## config.mk

```make
export PLATFORM = sky130hd
export DESIGN_NAME = prescaler_period_search
export DESIGN_NICKNAME = d
export VERILOG_FILES = /design/src/design/pps_pkg.sv /design/src/design/pps_divider.sv /design/src/design/pps_multiplier.sv /design/src/design/prescaler_period_search.sv
export VERILOG_INCLUDE_DIRS = /design/src /design/src/design
export SDC_FILE = /design/constraint.sdc
export NUM_CORES = 2
export LEC_CHECK = 0
export BUFFER_PORTS_ARGS = -buffer_cell sky130_fd_sc_hd__buf_2
export CORE_ASPECT_RATIO = 0.75
export CORE_MARGIN = 4
export CORE_UTILIZATION = 30
export DETAILED_ROUTE_END_ITERATION = 12
export GPL_TIMING_DRIVEN = 0
export SETUP_SLACK_MARGIN = 0.2
export SLEW_MARGIN = 10
export SYNTH_ARGS = -nofsm -noshare
export SYNTH_HDL_FRONTEND = slang
export SYNTH_SLANG_ARGS = --single-unit
```

## constraint.sdc

```tcl
create_clock -name i_clk -period 22.6 [get_ports i_clk]
set_input_delay 5.65 -clock i_clk [delete_from_list [all_inputs] [get_ports i_clk]]
set_output_delay 5.65 -clock i_clk [all_outputs]
set_load 0.01 [all_outputs]
```

## src/design/prescaler_period_search_defines.svh

```systemverilog
// Assertion helpers shared by the prescaler search design.
`ifndef PRESCALER_PERIOD_SEARCH_DEFINES_SVH
`define PRESCALER_PERIOD_SEARCH_DEFINES_SVH

// Same-cycle implication, checked on every rising clock edge out of reset.
`define PPS_ASSERT_NOW(name, ante, cons) \
    name: assert property (@(posedge i_clk) disable iff (!i_rst_n) (ante) |-> (cons)) \
        else $error("prescaler search: same-cycle check failed");

// Next-cycle implication, checked on every rising clock edge out of reset.
`define PPS_ASSERT_NEXT(name, ante, cons) \
    name: assert property (@(posedge i_clk) disable iff (!i_rst_n) (ante) |=> (cons)) \
        else $error("prescaler search: next-cycle check failed");

`endif

```

## src/design/pps_pkg.sv

```systemverilog
`default_nettype none

package pps_pkg;

    // Field and datapath widths.
    localparam int FREQ_W    = 32;
    localparam int CLK_W     = 32;
    localparam int LIMIT_W   = 32;
    localparam int PRESC_W   = 16;
    localparam int PERIOD_W  = 32;
    localparam int TICKS_W   = 60;   // clock_hz * 2^28 / freq, Q.16
    localparam int DIV_REM_W = 32;
    localparam int DIV_CNT_W = 6;
    localparam int DIVD_W    = 17;   // prescaler + 1
    localparam int QUOT_W    = 33;   // rounded reload + 1
    localparam int MUL_A_W   = 33;
    localparam int PROD_W    = MUL_A_W + DIVD_W;
    localparam int ERR_W     = 32;

    localparam logic [PRESC_W-1:0] PRESCALER_MAX = 16'd65535;

    // Reset values of the configuration registers.
    localparam logic [CLK_W-1:0]   CLOCK_HZ_RST     = 32'd150000000;
    localparam logic [LIMIT_W-1:0] PERIOD_LIMIT_RST = 32'd65535;

    // Default result when nothing fits.
    localparam logic [PERIOD_W-1:0] PERIOD_DEFAULT = 32'd1;

    // Last step index of the shared divider for each use.
    localparam logic [DIV_CNT_W-1:0] DIV_TICKS_LAST  = 6'd59;
    localparam logic [DIV_CNT_W-1:0] DIV_RELOAD_LAST = 6'd32;

    // Configuration register indexes.
    typedef enum logic {
        CFG_CLOCK_HZ     = 1'b0,
        CFG_PERIOD_LIMIT = 1'b1
    } t_cfg_index;

    // Sequencer states.
    typedef enum logic [3:0] {
        ST_IDLE,
        ST_DIV_T,
        ST_CHECK,
        ST_MUL_M,
        ST_SKIP,
        ST_DIV_R,
        ST_MUL_E,
        ST_ERR,
        ST_CMP,
        ST_DONE
    } t_state;

    // Start request to the shared divider.
    typedef struct packed {
        logic                 start;
        logic [DIV_CNT_W-1:0] last;
    } t_div_ctl;

endpackage

`default_nettype wire

```

## src/design/pps_divider.sv

```systemverilog
`default_nettype none

// Restoring divider, one quotient bit per cycle. The numerator is loaded
// MSB-aligned; after last+1 steps the low bits of the shift register hold
// the quotient. The starting remainder must be below the divisor.
module pps_divider (
    input  wire logic                          i_clk,
    input  wire logic                          i_rst_n,
    input  wire pps_pkg::t_div_ctl             i_ctl,
    input  wire logic [pps_pkg::TICKS_W-1:0]   i_num,
    input  wire logic [pps_pkg::DIV_REM_W-1:0] i_rem_init,
    input  wire logic [pps_pkg::DIV_REM_W-1:0] i_den,
    output logic                               o_done,
    output logic [pps_pkg::TICKS_W-1:0]        o_quot
);
    import pps_pkg::*;

    logic                 r_busy, n_busy;
    logic                 r_done, n_done;
    logic [DIV_CNT_W-1:0] r_cnt, n_cnt;
    logic [DIV_CNT_W-1:0] r_last, n_last;
    logic [DIV_REM_W-1:0] r_rem, n_rem;
    logic [DIV_REM_W-1:0] r_den, n_den;
    logic [TICKS_W-1:0]   r_num, n_num;
    logic [DIV_REM_W:0]   shifted;
    logic [DIV_REM_W:0]   diff;
    logic                 fits;

    // One trial subtraction per cycle.
    always_comb begin
        shifted = {r_rem, r_num[TICKS_W-1]};
        diff    = shifted - {1'b0, r_den};
        fits    = shifted >= {1'b0, r_den};
    end

    always_comb begin
        n_busy = r_busy;
        n_done = 1'b0;
        n_cnt  = r_cnt;
        n_last = r_last;
        n_rem  = r_rem;
        n_den  = r_den;
        n_num  = r_num;
        if (i_ctl.start) begin
            n_busy = 1'b1;
            n_cnt  = '0;
            n_last = i_ctl.last;
            n_rem  = i_rem_init;
            n_den  = i_den;
            n_num  = i_num;
        end else if (r_busy) begin
            n_rem = fits ? diff[DIV_REM_W-1:0] : shifted[DIV_REM_W-1:0];
            n_num = {r_num[TICKS_W-2:0], fits};
            n_cnt = r_cnt + 1'b1;
            if (r_cnt == r_last) begin
                n_busy = 1'b0;
                n_done = 1'b1;
            end
        end
    end

    always_ff @(posedge i_clk) begin
        if (!i_rst_n) begin
            r_busy <= 1'b0;
            r_done <= 1'b0;
            r_cnt  <= '0;
            r_last <= '0;
        end else begin
            r_busy <= n_busy;
            r_done <= n_done;
            r_cnt  <= n_cnt;
            r_last <= n_last;
        end
        r_rem <= n_rem;
        r_den <= n_den;
        r_num <= n_num;
    end

    assign o_done = r_done;
    assign o_quot = r_num;

endmodule

`default_nettype wire

```

## src/design/pps_multiplier.sv

```systemverilog
`default_nettype none

// Registered multiplier shared by the reload-limit and error products.
module pps_multiplier (
    input  wire logic                        i_clk,
    input  wire logic [pps_pkg::MUL_A_W-1:0] i_a,
    input  wire logic [pps_pkg::DIVD_W-1:0]  i_b,
    output logic [pps_pkg::PROD_W-1:0]       o_prod
);
    import pps_pkg::*;

    logic [PROD_W-1:0] r_prod;

    always_ff @(posedge i_clk) begin
        r_prod <= {{DIVD_W{1'b0}}, i_a} * {{MUL_A_W{1'b0}}, i_b};
    end

    assign o_prod = r_prod;

endmodule

`default_nettype wire

```

## src/design/prescaler_period_search.sv

```systemverilog
`default_nettype none

// Timer prescaler and reload search. A transfer on the input stream carries a
// wanted update frequency in unsigned Q20.12 hertz; one transfer comes back
// with the prescaler and reload whose product of dividers lies closest to
// clock_hz / frequency, the lowest prescaler winning ties. Zero frequency or
// no fit returns prescaler 0 and reload 1. One request is handled at a time
// and the input is not ready until the result has moved into the output
// register. A single shared bit-serial divider forms the tick count, then a
// rounded reload for each prescaler whose reload fits period_limit; the scan
// ends when the reload would drop below 1, on an exact match, or after
// prescaler 65535.
// Configuration writes belong between requests.

`include "prescaler_period_search_defines.svh"

module prescaler_period_search (
    input  wire logic        i_clk,
    input  wire logic        i_rst_n,
    // Configuration write port.
    input  wire logic        i_cfg_wr_en,
    input  wire logic        i_cfg_index,
    input  wire logic [31:0] i_cfg_wdata,
    // Request stream.
    input  wire logic        s_axis_tvalid,
    output logic             s_axis_tready,
    input  wire logic [31:0] s_axis_tdata,   // [31:0] target_freq
    // Result stream.
    output logic             m_axis_tvalid,
    input  wire logic        m_axis_tready,
    output logic [47:0]      m_axis_tdata    // [15:0] prescaler, [47:16] period
);
    import pps_pkg::*;

    t_state                r_state, n_state;
    logic [CLK_W-1:0]      r_clock_hz;
    logic [LIMIT_W-1:0]    r_period_limit;
    logic [TICKS_W-1:0]    r_t, n_t;
    logic [PRESC_W-1:0]    r_p, n_p;
    logic                  r_have, n_have;
    logic [ERR_W-1:0]      r_best_err, n_best_err;
    logic [PRESC_W-1:0]    r_best_p, n_best_p;
    logic [PERIOD_W-1:0]   r_best_r, n_best_r;
    logic [QUOT_W-1:0]     r_q, n_q;
    logic [ERR_W-1:0]      r_err, n_err;
    logic [MUL_A_W-1:0]    r_mul_a, n_mul_a;
    logic                  r_out_valid, n_out_valid;
    logic [PRESC_W-1:0]    r_out_p, n_out_p;
    logic [PERIOD_W-1:0]   r_out_r, n_out_r;

    logic [DIVD_W-1:0]     d;
    logic [PROD_W-1:0]     prod;
    logic [PROD_W+15:0]    actual;
    logic [PROD_W+15:0]    t_ext;
    logic [PROD_W+15:0]    abs_diff;
    logic [TICKS_W:0]      round_sum;
    logic                  in_xfer;
    logic                  stop_now;
    logic                  too_long;
    logic                  last_p;

    t_div_ctl              div_ctl;
    logic [TICKS_W-1:0]    div_num;
    logic [DIV_REM_W-1:0]  div_rem_init;
    logic [DIV_REM_W-1:0]  div_den;
    logic                  div_done;
    logic [TICKS_W-1:0]    div_quot;

    // Shared divider: tick count first, then one rounded reload per prescaler whose reload fits the limit.
    pps_divider u_divider (
        .i_clk      (i_clk),
        .i_rst_n    (i_rst_n),
        .i_ctl      (div_ctl),
        .i_num      (div_num),
        .i_rem_init (div_rem_init),
        .i_den      (div_den),
        .o_done     (div_done),
        .o_quot     (div_quot)
    );

    // Shared multiplier: reload limit times divider, then divider times reload.
    pps_multiplier u_multiplier (
        .i_clk  (i_clk),
        .i_a    (r_mul_a),
        .i_b    (d),
        .o_prod (prod)
    );

    // Datapath terms for the current prescaler.
    always_comb begin
        d         = {1'b0, r_p} + 1'b1;
        t_ext     = {{(PROD_W+16-TICKS_W){1'b0}}, r_t};
        actual    = {prod, 16'd0};
        abs_diff  = (actual >= t_ext) ? (actual - t_ext) : (t_ext - actual);
        round_sum = {1'b0, r_t} + {{(TICKS_W+1-DIVD_W-15){1'b0}}, d, 15'd0};
        stop_now  = r_t < {{(TICKS_W-DIVD_W-17){1'b0}}, d, 17'd0};
        too_long  = t_ext > actual;
        last_p    = r_p == PRESCALER_MAX;
        in_xfer   = s_axis_tvalid && s_axis_tready;
    end

    // Configuration registers.
    always_ff @(posedge i_clk) begin
        if (!i_rst_n) begin
            r_clock_hz     <= CLOCK_HZ_RST;
            r_period_limit <= PERIOD_LIMIT_RST;
        end else if (i_cfg_wr_en) begin
            unique case (t_cfg_index'(i_cfg_index))
                CFG_CLOCK_HZ:     r_clock_hz     <= i_cfg_wdata;
                CFG_PERIOD_LIMIT: r_period_limit <= i_cfg_wdata;
                default:          r_clock_hz     <= r_clock_hz;
            endcase
        end
    end

    // Sequencer: next state, search bookkeeping and divider requests.
    always_comb begin
        n_state     = r_state;
        n_t         = r_t;
        n_p         = r_p;
        n_have      = r_have;
        n_best_err  = r_best_err;
        n_best_p    = r_best_p;
        n_best_r    = r_best_r;
        n_q         = r_q;
        n_err       = r_err;
        n_mul_a     = r_mul_a;
        n_out_valid = r_out_valid;
        n_out_p     = r_out_p;
        n_out_r     = r_out_r;

        div_ctl.start = 1'b0;
        div_ctl.last  = DIV_RELOAD_LAST;
        div_num       = {round_sum[QUOT_W+15:16], {(TICKS_W-QUOT_W){1'b0}}};
        div_rem_init  = {{(DIV_REM_W-(TICKS_W-QUOT_W-15)){1'b0}},
                         round_sum[TICKS_W:QUOT_W+16]};
        div_den       = {{(DIV_REM_W-DIVD_W){1'b0}}, d};

        if (r_out_valid && m_axis_tready) begin
            n_out_valid = 1'b0;
        end

        unique case (r_state)
            ST_IDLE: begin
                if (in_xfer) begin
                    n_p        = '0;
                    n_have     = 1'b0;
                    n_best_err = '0;
                    n_best_p   = '0;
                    n_best_r   = PERIOD_DEFAULT;
                    if (s_axis_tdata == '0) begin
                        n_state = ST_DONE;
                    end else begin
                        div_ctl.start = 1'b1;
                        div_ctl.last  = DIV_TICKS_LAST;
                        div_num       = {r_clock_hz, 28'd0};
                        div_rem_init  = '0;
                        div_den       = s_axis_tdata;
                        n_state       = ST_DIV_T;
                    end
                end
            end
            ST_DIV_T: begin
                if (div_done) begin
                    n_t     = div_quot;
                    n_state = ST_CHECK;
                end
            end
            ST_CHECK: begin
                // Stop once the unrounded reload would fall below one.
                if (stop_now) begin
                    n_state = ST_DONE;
                end else begin
                    n_mul_a = {1'b0, r_period_limit} + 1'b1;
                    n_state = ST_MUL_M;
                end
            end
            ST_MUL_M: begin
                n_state = ST_SKIP;
            end
            ST_SKIP: begin
                // Skip prescalers whose reload would exceed the limit.
                if (too_long) begin
                    if (last_p) begin
                        n_state = ST_DONE;
                    end else begin
                        n_p     = r_p + 1'b1;
                        n_state = ST_CHECK;
                    end
                end else begin
                    div_ctl.start = 1'b1;
                    n_state       = ST_DIV_R;
                end
            end
            ST_DIV_R: begin
                if (div_done) begin
                    n_q     = div_quot[QUOT_W-1:0];
                    n_mul_a = div_quot[QUOT_W-1:0];
                    n_state = ST_MUL_E;
                end
            end
            ST_MUL_E: begin
                n_state = ST_ERR;
            end
            ST_ERR: begin
                n_err   = abs_diff[ERR_W-1:0];
                n_state = ST_CMP;
            end
            ST_CMP: begin
                // Keep the first prescaler with the strictly smallest error.
                n_state = ST_CHECK;
                if (!r_have || (r_err < r_best_err)) begin
                    n_have     = 1'b1;
                    n_best_err = r_err;
                    n_best_p   = r_p;
                    n_best_r   = PERIOD_W'(r_q - 1'b1);
                end
                if ((!r_have || (r_err < r_best_err)) && (r_err == '0)) begin
                    n_state = ST_DONE;
                end else if (last_p) begin
                    n_state = ST_DONE;
                end else begin
                    n_p = r_p + 1'b1;
                end
            end
            ST_DONE: begin
                if (!r_out_valid || m_axis_tready) begin
                    n_out_valid = 1'b1;
                    n_out_p     = r_best_p;
                    n_out_r     = r_best_r;
                    n_state     = ST_IDLE;
                end
            end
            default: begin
                n_state = ST_IDLE;
            end
        endcase
    end

    always_ff @(posedge i_clk) begin
        if (!i_rst_n) begin
            r_state     <= ST_IDLE;
            r_out_valid <= 1'b0;
            r_have      <= 1'b0;
            r_p         <= '0;
        end else begin
            r_state     <= n_state;
            r_out_valid <= n_out_valid;
            r_have      <= n_have;
            r_p         <= n_p;
        end
        r_t        <= n_t;
        r_best_err <= n_best_err;
        r_best_p   <= n_best_p;
        r_best_r   <= n_best_r;
        r_q        <= n_q;
        r_err      <= n_err;
        r_mul_a    <= n_mul_a;
        r_out_p    <= n_out_p;
        r_out_r    <= n_out_r;
    end

    assign s_axis_tready = (r_state == ST_IDLE);
    assign m_axis_tvalid = r_out_valid;
    assign m_axis_tdata  = {r_out_r, r_out_p};

    // The divider only finishes while the sequencer waits for it.
    `PPS_ASSERT_NOW(a_div_done_expected, div_done, (r_state == ST_DIV_T) || (r_state == ST_DIV_R))
    // A nonzero request always starts the tick-count division.
    `PPS_ASSERT_NEXT(a_start_division, in_xfer && (s_axis_tdata != '0), r_state == ST_DIV_T)
    // The kept prescaler never runs ahead of the one being scored.
    `PPS_ASSERT_NOW(a_best_not_ahead, (r_state == ST_CMP) && r_have, r_best_p <= r_p)

endmodule

`default_nettype wire

```

==> results.sh <==
export IMPL_port_buffers=118
export IMPL_antenna_left=0
export IMPL_cap_violations=0
export IMPL_die_w_um=458
export IMPL_synth_area_um2=45500
export IMPL_yosys_area_top_type="edfxtp_1"
export IMPL_drcViolationCount=0
export IMPL_p_leak_nw=22.3
export IMPL_gp_congestion=0.947
export IMPL_critPathKind="reg2reg"
export IMPL_clk_latency_ns=0.63
export IMPL_finalHoldWorstSlack_ns=0.413
export IMPL_async_flop_share_pct=0
export IMPL_cpPeakStageDelay_ns=1.02
export IMPL_cp_slowest_cell="clkbuf_1"
export IMPL_status="finished clean"
export IMPL_rsz0062_at_grt="false"
export IMPL_cts_htree_levels=2
export IMPL_n_fill_cell=15300
export IMPL_syn_nets=5571
export IMPL_synth_area_top_cells="edfxtp_1 (27%), fa_1 (21%), ha_1 (7.8%)"
export IMPL_r2r_slack_ns=11.60
export IMPL_rows=123
export IMPL_worstPathArrival_ns=11.48
export IMPL_hold_class="reg2reg"
export IMPL_final_cell_mix="inv_1 (781), nand2_1 (697), fa_1 (467)"
export IMPL_wl_per_cell_um=21.4
export IMPL_ys_types=76
export IMPL_area_growth_pct=11.2
export IMPL_setup_violations=0
export IMPL_yosysTopAreaCellShare_pct=27.0
export IMPL_cts_sinks=555
export IMPL_ir_worst_vdd_uv=53.7
export IMPL_ys_seq_elements=555
export IMPL_clock_root_buffer="clkbuf_16"
export IMPL_pin_count=120
export IMPL_dpl_cell_count=6885
export IMPL_skew_ns=0.0403
export IMPL_fmax_ghz=0.0909
export IMPL_core_area_um2=150000
export IMPL_synth_flop_cell="edfxtp_1"
export IMPL_dr_total_vias=35300
export IMPL_grt_max_degree=52
export IMPL_period_needed_ns=11.00
export IMPL_cts_buffers=49
export IMPL_first_pass_iters=6
export IMPL_drtIter0Drc=3743
export IMPL_antenna_found_initial=16
export IMPL_p_per_area_nw_per_um2=64.5
export IMPL_register_area_um2=15200
export IMPL_cp_max_fo=10
export IMPL_die_height_um=345
export IMPL_syn_area_per_cell_um2=9.57
export IMPL_hold_violations=0
export IMPL_globalRoute_totalOverflow=0
export IMPL_worstSetupStartpointType="flop"
export IMPL_drive_gt1_share_pct=5.25
export IMPL_fin_area_um2=50600
export IMPL_start_util_pct=30.3
export IMPL_clkTransAtPathRegs_ns=0.08
export IMPL_clock_path_buffers=3
export IMPL_ctsHoldBuffers=0
export IMPL_slew_limit_headroom_pct=13.0
export IMPL_utilization_pct=33.6
export IMPL_placed_cell_area_um2=49000
export IMPL_routed_via_density=5.04
export IMPL_final_cells=6988
export IMPL_first_global_vias=34400
export IMPL_tritoncts="yes"
export IMPL_cts_resized=0
export IMPL_syn_inst=4752
export IMPL_track_usage_pct=18.4
export IMPL_tightest_slew_ns=1.31
export IMPL_drt_wl_total_um=149000
export IMPL_slew_viol_final=0
export IMPL_cpMostUsedCell="fa_1"
export IMPL_num_nets_final=5755
export IMPL_cp_required_ns=23.08
export IMPL_end_kind="flop"
export IMPL_ys_warn_count=0
export IMPL_ys_seq_area_share_pct=33.4
export IMPL_multi_input_comb_area_um2=26700
export IMPL_fin_setup_tns_ns=0
export IMPL_cts_setup_buffers=0
export IMPL_grt_pass1_wl_um=221000
export IMPL_post_dp_hpwl_um=122000
export IMPL_final_common_cell="inv_1"
export IMPL_post_route_period_util_pct=48.7
export IMPL_synth_edf_count=409
export IMPL_die_area_um2=158000
==> power by group <==
| group | internal [mW] | switching [mW] | total (mW) |
|---|---|---|---|
| combinational | 0.350 | 0.583 | 0.933 |
| sequential | 1.32 | 0.148 | 1.47 |
| clock | 0.453 | 0.406 | 0.859 |
==> synthesized netlist by cell type, types with 23 or more instances <==
cell type,number
a21o_1,88
a21oi_1,213
a31oi_1,24
and2_1,193
and3_1,110
clkbuf_1,185
dfxtp_1,146
edfxtp_1,409
fa_1,467
ha_1,282
inv_1,781
mux2i_1,28
nand2_1,697
nand2b_1,52
nand3_1,107
nand4_1,44
nor2_1,190
nor2b_1,28
nor3_1,47
nor4_1,41
o21ai_0,146
o22ai_1,23
xnor2_1,122
xor2_1,85
==> worst max-delay path: cells and delay by family (launching register included) <==
kind / cells / cell delay, ns
flip-flops: 1 / 0.51
adder cells (fa/ha/maj): 8 / 3.97
AO/OA/AOI/OAI: 6 / 2.23
AND/OR/NAND/NOR: 8 / 1.47
buffers and inverters: 6 / 2.53
XOR/XNOR: 1 / 0.15
==> logic make-up after synthesis <==
kind of cell    share of synthesized area, %
fa+ha+maj                               28.3
xor+xnor                                3.99
mux                                    0.723
simple gates                            16.5
buf+inv                                 8.16
compound gates                          8.91
flops                                   33.4
==> sequential cells by signal (all words and copies together) (netlist names), 33 cells and up <==
register             cells
r_mul_a                 33
r_t                     60
u_multiplier.o_prod     50
u_divider.o_quot        60
==> layer usage <==
layer / vias to the layer above / track usage [%] / routed length, µm
li1: 15900 / - / -
met1: 17600 / 27.3 / 68800
met2: 1583 / 25.2 / 58400
met3: 182 / 7.49 / 19400
met4: 2 / 3.23 / 2750
met5: - / 0 / 13
==> metrics by stage <==
stage,setup slack (ns),power (mW)
after floorplan,12.28,2.06
after global placement,9.76,2.38
after detailed placement,12.06,2.40
after CTS,11.98,3.25
after global routing,11.32,3.41
final,11.60,3.26
==> area by class of cell <==
class,instances,area share [%]
clock inverter,23,0.356
clock buffer,68,2.73
inverter,782,5.80
timing repair buffer,133,1.71
buffer,202,1.54
sequential,555,30.1
antenna,12,0.0594
tap,2000,4.95
multi-input combinational,3213,52.8
==> final timing paths <==
check,startpoint,endpoint,cells after the start
setup / recovery,r_p[1],u_multiplier.o_prod[42],29
setup reg to reg,r_p[1],u_multiplier.o_prod[42],29
hold / removal,r_best_p[3],r_out_p[3],0
hold reg to reg,r_best_p[3],r_out_p[3],0
No activity file was read; power rests on OpenSTA's default activity.
